File: config.mk
export PLATFORM = sky130hd
export DESIGN_NAME = arw_ctrl
export DESIGN_NICKNAME = d
export VERILOG_FILES = /design/src/rtl/arw_pkg.sv /design/src/rtl/arw_ctrl.sv
export SDC_FILE = /design/constraint.sdc
export NUM_CORES = 1
export LEC_CHECK = 0
export BUFFER_PORTS_ARGS = -buffer_cell sky130_fd_sc_hd__buf_2
export CORE_AREA = 2 2 39 41
export DETAILED_ROUTE_END_ITERATION = 10
export DIE_AREA = 0 0 41 43
export PLACE_DENSITY_LB_ADDON = 0.25
export RECOVER_POWER = 50
export SETUP_SLACK_MARGIN = 0.05
export SLEW_MARGIN = 20
export SYNTH_ARGS = -nofsm -noshare
export SYNTH_HDL_FRONTEND = slang
export SYNTH_SLANG_ARGS = --single-unit
File: constraint.sdc
create_clock -name clk -period 1.2 [get_ports clk]
set_input_delay 0.06 -clock clk [delete_from_list [all_inputs] [get_ports clk]]
set_output_delay 0.06 -clock clk [all_outputs]
set_load 0.05 [all_outputs]
File: src/rtl/arw_pkg.sv
// shared types and constants for the anti-replay window check
package arw_pkg;

	localparam int SEQ_W     = 64;
	localparam int WORD_W    = 64;
	localparam int VERDICT_W = 2;

	typedef enum logic [VERDICT_W-1:0] {
		VERDICT_ACCEPTED  = 2'd0,
		VERDICT_DUPLICATE = 2'd1,
		VERDICT_TOO_OLD   = 2'd2
	} verdict_t;

	typedef enum logic [2:0] {
		S_IDLE,
		S_DECIDE,
		S_SWEEP,
		S_DRAIN,
		S_CHECK,
		S_DONE
	} arw_state_t;

	typedef struct packed {
		logic load;
		logic init_all;
		logic sweep_init;
		logic take_top;
		logic sweep_rd;
		logic chk_mark;
	} arw_cmd_t;

	typedef struct packed {
		logic first;
		logic fwd;
		logic far;
		logic old;
		logic sweep_last;
		logic bit_set;
	} arw_sts_t;

endpackage

File: src/rtl/arw_ctrl.sv
// controller: per-word sequencing and verdict output register
module arw_ctrl import arw_pkg::*; (
	input  logic                 clk,
	input  logic                 arst_n,
	input  logic                 in_valid,
	output logic                 in_ready,
	output logic                 out_valid,
	input  logic                 out_ready,
	output logic [VERDICT_W-1:0] verdict,
	output arw_cmd_t             cmd,
	input  arw_sts_t             sts
);

	arw_state_t state_q;
	arw_state_t state_d;
	verdict_t   vd_q;
	verdict_t   vd_d;
	verdict_t   verdict_q;
	logic       out_vld_q;
	logic       out_load;

	always_ff @(posedge clk or negedge arst_n) begin
		if (!arst_n) begin
			state_q   <= S_IDLE;
			out_vld_q <= 1'b0;
		end else begin
			state_q <= state_d;
			if (out_load) begin
				out_vld_q <= 1'b1;
			end else if (out_ready) begin
				out_vld_q <= 1'b0;
			end
		end
	end

	always_ff @(posedge clk) begin
		vd_q <= vd_d;
		if (out_load) begin
			verdict_q <= vd_q;
		end
	end

	always_comb begin
		state_d  = state_q;
		vd_d     = vd_q;
		cmd      = '0;
		in_ready = 1'b0;
		out_load = 1'b0;
		unique case (state_q)
			S_IDLE: begin
				in_ready = 1'b1;
				if (in_valid) begin
					cmd.load = 1'b1;
					state_d  = S_DECIDE;
				end
			end
			S_DECIDE: begin
				if (sts.first || (sts.fwd && sts.far)) begin
					cmd.init_all = 1'b1;
					cmd.take_top = 1'b1;
					vd_d         = VERDICT_ACCEPTED;
					state_d      = S_DONE;
				end else if (sts.fwd) begin
					cmd.sweep_init = 1'b1;
					cmd.take_top   = 1'b1;
					vd_d           = VERDICT_ACCEPTED;
					state_d        = S_SWEEP;
				end else if (sts.old) begin
					vd_d    = VERDICT_TOO_OLD;
					state_d = S_DONE;
				end else begin
					state_d = S_CHECK;
				end
			end
			S_SWEEP: begin
				cmd.sweep_rd = 1'b1;
				if (sts.sweep_last) begin
					state_d = S_DRAIN;
				end
			end
			S_DRAIN: begin
				state_d = S_DONE;
			end
			S_CHECK: begin
				if (sts.bit_set) begin
					vd_d = VERDICT_DUPLICATE;
				end else begin
					cmd.chk_mark = 1'b1;
					vd_d         = VERDICT_ACCEPTED;
				end
				state_d = S_DONE;
			end
			S_DONE: begin
				if (!out_vld_q || out_ready) begin
					out_load = 1'b1;
					state_d  = S_IDLE;
				end
			end
			default: begin
				state_d = S_IDLE;
			end
		endcase
	end

	assign out_valid = out_vld_q;
	assign verdict   = verdict_q;

endmodule

==> metrics.txt, run 1 <==
# TYPE chip_impl_metric gauge
chip_impl_metric{name="finalSetupViolations",unit=""} 10
chip_impl_info{name="outcome",value="finished with violations"} 1
chip_impl_metric{name="power.share.sequential",unit="%"} 23.4
chip_impl_info{name="cp-startpoint",value="state_q[1]"} 1
chip_impl_metric{name="die-width",unit="um"} 41
chip_impl_metric{name="postRouteAntennaNets",unit=""} 0
chip_impl_info{name="grt_setup_unrepaired",value="true"} 1
chip_impl_metric{name="detailedRoute.firstPassIterationCount",unit=""} 1
chip_impl_metric{name="vias",unit=""} 423
chip_impl_metric{name="dieArea",unit="mm2"} 0.00176
chip_impl_metric{name="placedCellCount",unit=""} 81
chip_impl_metric{name="arrival",unit="ns"} 1.41
chip_impl_metric{name="die_span_in_y",unit="um"} 43
chip_impl_metric{name="route.detailed.vias_per_inst",unit=""} 4.60
chip_impl_metric{name="first_global_vias",unit=""} 412
chip_impl_metric{name="gp_routability_congestion",unit=""} 0.756
chip_impl_metric{name="h-tree-depth",unit=""} 1
chip_impl_metric{name="proportion_of_synthesized_chip_area_in_sequential_cells",unit="%"} 49.6
chip_impl_metric{name="clock_skew",unit="ns"} 0.00932
chip_impl_metric{name="all_layer_gr_usage",unit="%"} 14.5
chip_impl_metric{name="combPwrFrac",unit="%"} 67.3
chip_impl_metric{name="synthesis.area",unit="um2"} 444
chip_impl_metric{name="grt_pass1_wl",unit="mm"} 1.70
chip_impl_metric{name="cellLeakagePower",unit="nW"} 0.361
chip_impl_info{name="cts_root_buf",value="clkbuf_4"} 1
chip_impl_metric{name="timing.fmax",unit="MHz"} 681
chip_impl_metric{name="dr.first_iter.drc_count",unit=""} 0
chip_impl_metric{name="share_of_the_cycle_needed_by_the_critical_path_after_routing",unit="%"} 122
chip_impl_metric{name="cellInternalPower",unit="mW"} 1.29
chip_impl_metric{name="num_antenna_cells",unit=""} 0
chip_impl_metric{name="hold_viol",unit=""} 0
chip_impl_metric{name="grt_start_max_net_pins",unit=""} 9
chip_impl_metric{name="finalWirelength",unit="mm"} 1.05
chip_impl_metric{name="drc",unit=""} 0
chip_impl_metric{name="port-buffer-count",unit=""} 19
chip_impl_metric{name="placeableCoreArea",unit="mm2"} 0.00138
chip_impl_metric{name="p_switching",unit="mW"} 1.03
chip_impl_metric{name="clkLatencyLatePin",unit="ns"} 0.25
chip_impl_info{name="clock_tree_from_tritoncts",value="yes"} 1
chip_impl_metric{name="power.density",unit="mW/mm2"} 2750
chip_impl_metric{name="routed_wire_length_per_instance",unit="um"} 11.4
chip_impl_info{name="violations",value="negative setup slack"} 1
chip_impl_metric{name="syn-num-nets",unit=""} 52
chip_impl_metric{name="peakVddDrop",unit="mV"} 1.43
chip_impl_info{name="critical_path.endpoint_type",value="primary output"} 1
chip_impl_metric{name="placed_area",unit="um2"} 649
chip_impl_metric{name="ys.warnings.count",unit=""} 0
chip_impl_info{name="layout.cells.most_common",value="buf_2"} 1
chip_impl_metric{name="layout-area-overhead-vs-synth",unit="%"} 89.9
chip_impl_info{name="min_path_type",value="input pin to flip-flop"} 1
chip_impl_metric{name="cts_inserted_buffers",unit=""} 3
chip_impl_metric{name="layout_setup_ws",unit="ns"} -0.269
chip_impl_metric{name="layout_cells_sized_above_1",unit="%"} 69.7
chip_impl_metric{name="crit_fanout",unit=""} 8
chip_impl_metric{name="clock_power_share",unit="%"} 9.3
chip_impl_metric{name="final_nets",unit=""} 87
chip_impl_metric{name="placementRows",unit=""} 14
chip_impl_metric{name="boundaryPins",unit=""} 20
chip_impl_metric{name="postLayoutCoreUtil",unit="%"} 60.9
chip_impl_metric{name="power.total",unit="mW"} 2.32
chip_impl_metric{name="finalWorstPathRequiredPeriod",unit="ns"} 1.47
chip_impl_info{name="timing.rr.start",value="state_q[1]"} 1
chip_impl_metric{name="clk_transition_reported_paths",unit="ns"} 0.05
chip_impl_metric{name="maxCapViolations",unit=""} 0
chip_impl_metric{name="clock_sinks",unit=""} 8
chip_impl_metric{name="post-route-cell-area",unit="um2"} 843
chip_impl_metric{name="syn_area_per_cell",unit="um2"} 10.6
chip_impl_info{name="holdCritStartpoint",value="out_ready"} 1
chip_impl_metric{name="synth_seq_cells",unit=""} 8
chip_impl_metric{name="cts-root-to-sink-buffers",unit=""} 2
chip_impl_metric{name="post_synthesis_cells",unit=""} 42
chip_impl_metric{name="report.final.slew_viol_count",unit=""} 0
chip_impl_metric{name="floorplan.initialDensity",unit="%"} 32.1
chip_impl_metric{name="cp.required",unit="ns"} 1.14
chip_impl_metric{name="timing.slew.headroom",unit="%"} 79.9
chip_impl_info{name="layout_common_cells",value="buf_2, buf_6, buf_4"} 1
chip_impl_metric{name="grt_antenna_before_repair",unit=""} 0
chip_impl_metric{name="stdcell_count",unit=""} 92
chip_impl_metric{name="globalRoute.totalOverflow",unit=""} 0
chip_impl_metric{name="hpwl",unit="um"} 733
chip_impl_metric{name="p_sw_share",unit="%"} 44.4
chip_impl_metric{name="slew_worst_pin",unit="ns"} 0.301
chip_impl_metric{name="synth_cell_types",unit=""} 27
chip_impl_info{name="critPathKind",value="flip-flop to primary output"} 1
chip_impl_info{name="critPathLaunchType",value="flip-flop"} 1
chip_impl_metric{name="preCtsSetupSlack",unit="ns"} -0.103
==> Yosys cell counts <==
master	instances	area share [%]
nor2_1	5	4.2
dfrtp_1	4	23
edfxtp_1	4	27
nor3_1	3	3.4
and2_1	2	2.8
nand2_1	2	1.7
nor2b_1	2	2.8
a211oi_1	1	1.7
a21o_2	1	2.0
a21oi_1	1	1.1
and3_1	1	1.4
buf_2	1	1.1
buf_6	1	2.5
inv_2	1	0.84
mux2_2	1	2.5
nand2b_1	1	1.4
nand3b_1	1	1.7
nor3b_2	1	2.8
nor4_1	1	1.4
nor4b_2	1	3.4
o21ai_1	1	1.1
o22ai_1	1	1.4
o31ai_1	1	1.7
or2_1	1	1.4
or2b_1	1	1.7
or3b_4	1	2.5
or4_1	1	1.7
==> cells by family after synthesis <==
logic type	Yosys count	synth area share, %
flops	8	49.6
compound gates	6	9.01
buf+inv	3	4.50
simple gates	24	34.4
mux	1	2.54
==> routing by layer <==
metal / vias to the layer above / GRT usage, % / share of wire, %
met5: - / 0 / 0
met4: 0 / 12.0 / 0
met3: 0 / 0 / 4.2
met2: 13 / 22.5 / 56
met1: 191 / 17.8 / 40
li1: 219 / - / -
==> worst paths after layout <==
kind	cells past startpoint	slack, ns	end
max in group asynchronous	2	0.85	state_q[1]
min reg2reg	0	0.42	verdict[0]
min	3	0.1	out_valid
max	3	-0.27	cmd[2]
max reg2reg	4	-0.18	state_q[0]
min in group asynchronous	2	0.16	state_q[0]
==> critical path: stages (launching register included) <==
cell,delay (ns)
dfrtp_2,0.46
or3b_4,0.44
nor2_4,0.11
buf_8,0.15
==> area by class of cell <==
class	count	area, um2
Clock buffer	4	26.3
Inverter	1	6.26
Timing Repair Buffer	32	272
Multi-Input combinational cell	31	294
Tap cell	16	20.0
Fill cell	118	541
Sequential cell	8	225
==> sequential cells by signal (all words and copies together), names as in the netlist <==
register	count
state_q	3
out_valid	1
vd_q	2
verdict	2
==> metrics by stage <==
stage | TNS, ns | hold WS [ns]
2_1_floorplan | -0.650 | -0.236
3_3_place_gp | -0.849 | -0.131
3_5_place_dp | -0.727 | -0.133
4_1_cts | -1.77 | 0.0937
5_1_grt | -2.34 | 0.128
6_report | -1.79 | 0.0998
==> power groups by stage <==
stage          sequential (mW)  clock (mW)  combinational [mW]
2_1_floorplan            0.687           0               0.722
3_3_place_gp             0.549           0                1.12
3_5_place_dp             0.546           0                1.13
4_1_cts                  0.534       0.231                1.42
5_1_grt                  0.565       0.245                1.64
6_report                 0.542       0.215                1.56
==> repair_timing <==
action	in CTS	in global routing
gates resized for setup	27	5
buffers inserted	3	3
hold buffers	1	0
gates cloned	0	0
setup endpoints to repair	14	16
hold endpoints to repair	4	0
pin swaps	4	5
(Power assumes the default switching activity.)
==> run 2: changes to the inputs <==
Clock period 1.2 ns to 1.5 ns, I/O delays scaled along.
==> run 2 against run 1 <==
Net effect: the run now ends clean; final area fell by 9.9%; global-route usage fell by 0.15 points; cell count fell by 3.3%; non-clock buffer count fell by 3; register-to-register slack improved by 0.29 ns; via count rose by 3.3%; count of clock-buffer cells in the layout did not move; sequential power fell by 21%; critical path depth did not move; largest cell class unchanged; clock power fell by 19%; clock skew fell by 0.0055 ns; largest power group unchanged.
==> metrics.txt, run 2 (same netlist as run 1, synthesis figures left out) <==
# TYPE chip_impl_metric gauge
chip_impl_metric{name="cts_inserted_buffers",unit=""} 3
chip_impl_metric{name="hold_viol",unit=""} 0
chip_impl_metric{name="cts-root-to-sink-buffers",unit=""} 2
chip_impl_metric{name="all_layer_gr_usage",unit="%"} 14.4
chip_impl_metric{name="vias",unit=""} 437
chip_impl_metric{name="met2_usage",unit="%"} 22.2
chip_impl_metric{name="routed_wire_length_per_instance",unit="um"} 11.6
chip_impl_metric{name="final_nets",unit=""} 84
chip_impl_info{name="critPathKind",value="flip-flop to primary output"} 1
chip_impl_metric{name="length_in_cells_of_the_worst_reg_to_reg_path",unit=""} 4
chip_impl_metric{name="cpPeakStageDelay",unit="ns"} 0.46
chip_impl_metric{name="clkLatencyLatePin",unit="ns"} 0.25
chip_impl_metric{name="placementRows",unit=""} 14
chip_impl_metric{name="globalRoute.totalOverflow",unit=""} 0
chip_impl_metric{name="gr-usage-met1",unit="%"} 16.6
chip_impl_metric{name="clock_skew",unit="ns"} 0.00387
chip_impl_info{name="min_path_type",value="input pin to flip-flop"} 1
chip_impl_info{name="top_usage_layer",value="met2"} 1
chip_impl_metric{name="die-width",unit="um"} 41
chip_impl_metric{name="grt_pass1_wl",unit="mm"} 1.65
chip_impl_info{name="crit_family",value="simple AND/OR/NAND/NOR gates"} 1
chip_impl_metric{name="placeableCoreArea",unit="mm2"} 0.00138
chip_impl_metric{name="hpwl",unit="um"} 719
chip_impl_metric{name="finalWirelength",unit="mm"} 1.03
chip_impl_info{name="critical_path.cell_chain",value="or3b_4, nor2_4, buf_6"} 1
chip_impl_metric{name="largest_register_ff_count",unit=""} 3
chip_impl_metric{name="drc",unit=""} 0
chip_impl_metric{name="num_antenna_cells",unit=""} 0
chip_impl_metric{name="cp.buffers_inverters",unit=""} 1
chip_impl_info{name="critical-path-slowest-cell",value="dfrtp_2"} 1
chip_impl_info{name="layout_common_cells",value="buf_2, buf_4, buf_6"} 1
chip_impl_metric{name="dieArea",unit="mm2"} 0.00176
chip_impl_metric{name="report.final.slew_viol_count",unit=""} 0
chip_impl_metric{name="finalSetupViolations",unit=""} 0
chip_impl_metric{name="h-tree-depth",unit=""} 1
chip_impl_metric{name="gp_routability_congestion",unit=""} 0.709
chip_impl_metric{name="boundaryPins",unit=""} 20
chip_impl_metric{name="floorplan.initialDensity",unit="%"} 32.1
chip_impl_metric{name="timing.fmax",unit="MHz"} 679
chip_impl_metric{name="grt_antenna_before_repair",unit=""} 0
chip_impl_metric{name="post-route-cell-area",unit="um2"} 759
chip_impl_metric{name="critical_path_depth",unit=""} 3
chip_impl_metric{name="placed_area",unit="um2"} 607
chip_impl_metric{name="power.density",unit="mW/mm2"} 2140
chip_impl_metric{name="clk_transition_reported_paths",unit="ns"} 0.05
chip_impl_info{name="grt_setup_unrepaired",value="true"} 1
chip_impl_metric{name="share_of_the_cycle_needed_by_the_critical_path_after_routing",unit="%"} 98.1
chip_impl_metric{name="dr.first_iter.drc_count",unit=""} 6
chip_impl_metric{name="arrival",unit="ns"} 1.40
chip_impl_metric{name="first_global_vias",unit=""} 423
chip_impl_info{name="cts_root_buf",value="clkbuf_4"} 1
chip_impl_metric{name="finalWorstPathRequiredPeriod",unit="ns"} 1.47
chip_impl_metric{name="postRouteAntennaNets",unit=""} 0
chip_impl_metric{name="cp.required",unit="ns"} 1.42
chip_impl_metric{name="peakVddDrop",unit="mV"} 1.41
chip_impl_info{name="clock_tree_from_tritoncts",value="yes"} 1
chip_impl_info{name="largest-register",value="state_q"} 1
chip_impl_info{name="outcome",value="completed"} 1
chip_impl_metric{name="power.total",unit="mW"} 1.63
chip_impl_metric{name="gr-usage-met3",unit="%"} 1.57
chip_impl_info{name="layout.cells.most_common",value="buf_2"} 1
chip_impl_metric{name="timing.slew.headroom",unit="%"} 60.5
chip_impl_metric{name="maxCapViolations",unit=""} 0
chip_impl_metric{name="crit_fanout",unit=""} 7
chip_impl_metric{name="layout_cells_sized_above_1",unit="%"} 56.2
chip_impl_metric{name="slew_worst_pin",unit="ns"} 0.596
chip_impl_metric{name="timing.hold.worst_path_depth",unit=""} 3
chip_impl_metric{name="route.detailed.vias_per_inst",unit=""} 4.91
chip_impl_metric{name="layout-area-overhead-vs-synth",unit="%"} 71.0
chip_impl_metric{name="clock_sinks",unit=""} 8
chip_impl_metric{name="port-buffer-count",unit=""} 19
chip_impl_metric{name="die_span_in_y",unit="um"} 43
chip_impl_metric{name="detailedRoute.firstPassIterationCount",unit=""} 4
chip_impl_info{name="critical_path.endpoint_type",value="primary output"} 1
chip_impl_metric{name="cellLeakagePower",unit="nW"} 0.323
chip_impl_metric{name="grt_start_max_net_pins",unit=""} 8
chip_impl_metric{name="hold_ws",unit="ns"} 0.124
chip_impl_info{name="critPathLaunchType",value="flip-flop"} 1
[run 2: changes by cell type in the layout (fill, tap and decap cells not counted), sizes merged]
cell	delta
buf	-6
clkbuf	+3
[run 2: worst register-to-register path, stage by stage (launching register included)]
cell and delay (ns):
dfrtp_2 0.46, or3b_4 0.43, buf_4 0.15, nor3b_2 0.15
a211oi_1 0.07
[run 2: cell type report]
cell class / count / area [um2]
tap: 16 / 20.0
sequential: 8 / 223
clock buffer: 4 / 26.3
fill: 130 / 624
inverter: 1 / 3.75
multi-input combinational: 31 / 262
timing repair buffer: 29 / 225
[run 2: path summary, 6_finish.rpt]
| check | from | to | slack, ns |
|---|---|---|---|
| worst min-delay path | out_ready | out_valid | 0.12 |
| worst max-delay path | state_q[1] | cmd[2] | 0.03 |
| min in group asynchronous | arst_n | out_valid | 0.18 |
| max in group asynchronous | arst_n | state_q[2] | 1.13 |
| worst max register to register | state_q[1] | state_q[0] | 0.11 |
| worst min register to register | vd_q[0] | verdict[0] | 0.42 |
[run 2: per-layer routing]
layer,wire length (um),vias up
li1,-,217
met1,415,207
met2,582,13
met3,37,0
met4,0,0
met5,0,-
[run 2: per-stage QoR]
step           instances  setup TNS, ns  utilization, %  worst slack [ns]
2_1_floorplan         42        -0.0528               -           -0.0528
3_3_place_gp          79              0            43.9             0.134
3_5_place_dp          79              0            43.9            0.0742
4_1_cts               88              0            52.4            0.0108
5_1_grt               89        -0.0747            54.9           -0.0326
6_report              89              0            54.9            0.0279
[run 2: what timing repair did]
item	in CTS	in global routing
buffers inserted	4	1
pin swaps	2	3
endpoints found under the setup margin	5	7
gates resized for setup	13	8
hold endpoints to repair	4	0
hold buffers	1	0
[run 2: report_power, final]
group          switching [mW]  internal (mW)  leakage [nW]
combinational           0.610          0.416         0.223
sequential             0.0713          0.355        0.0851
clock                  0.0724          0.102        0.0150
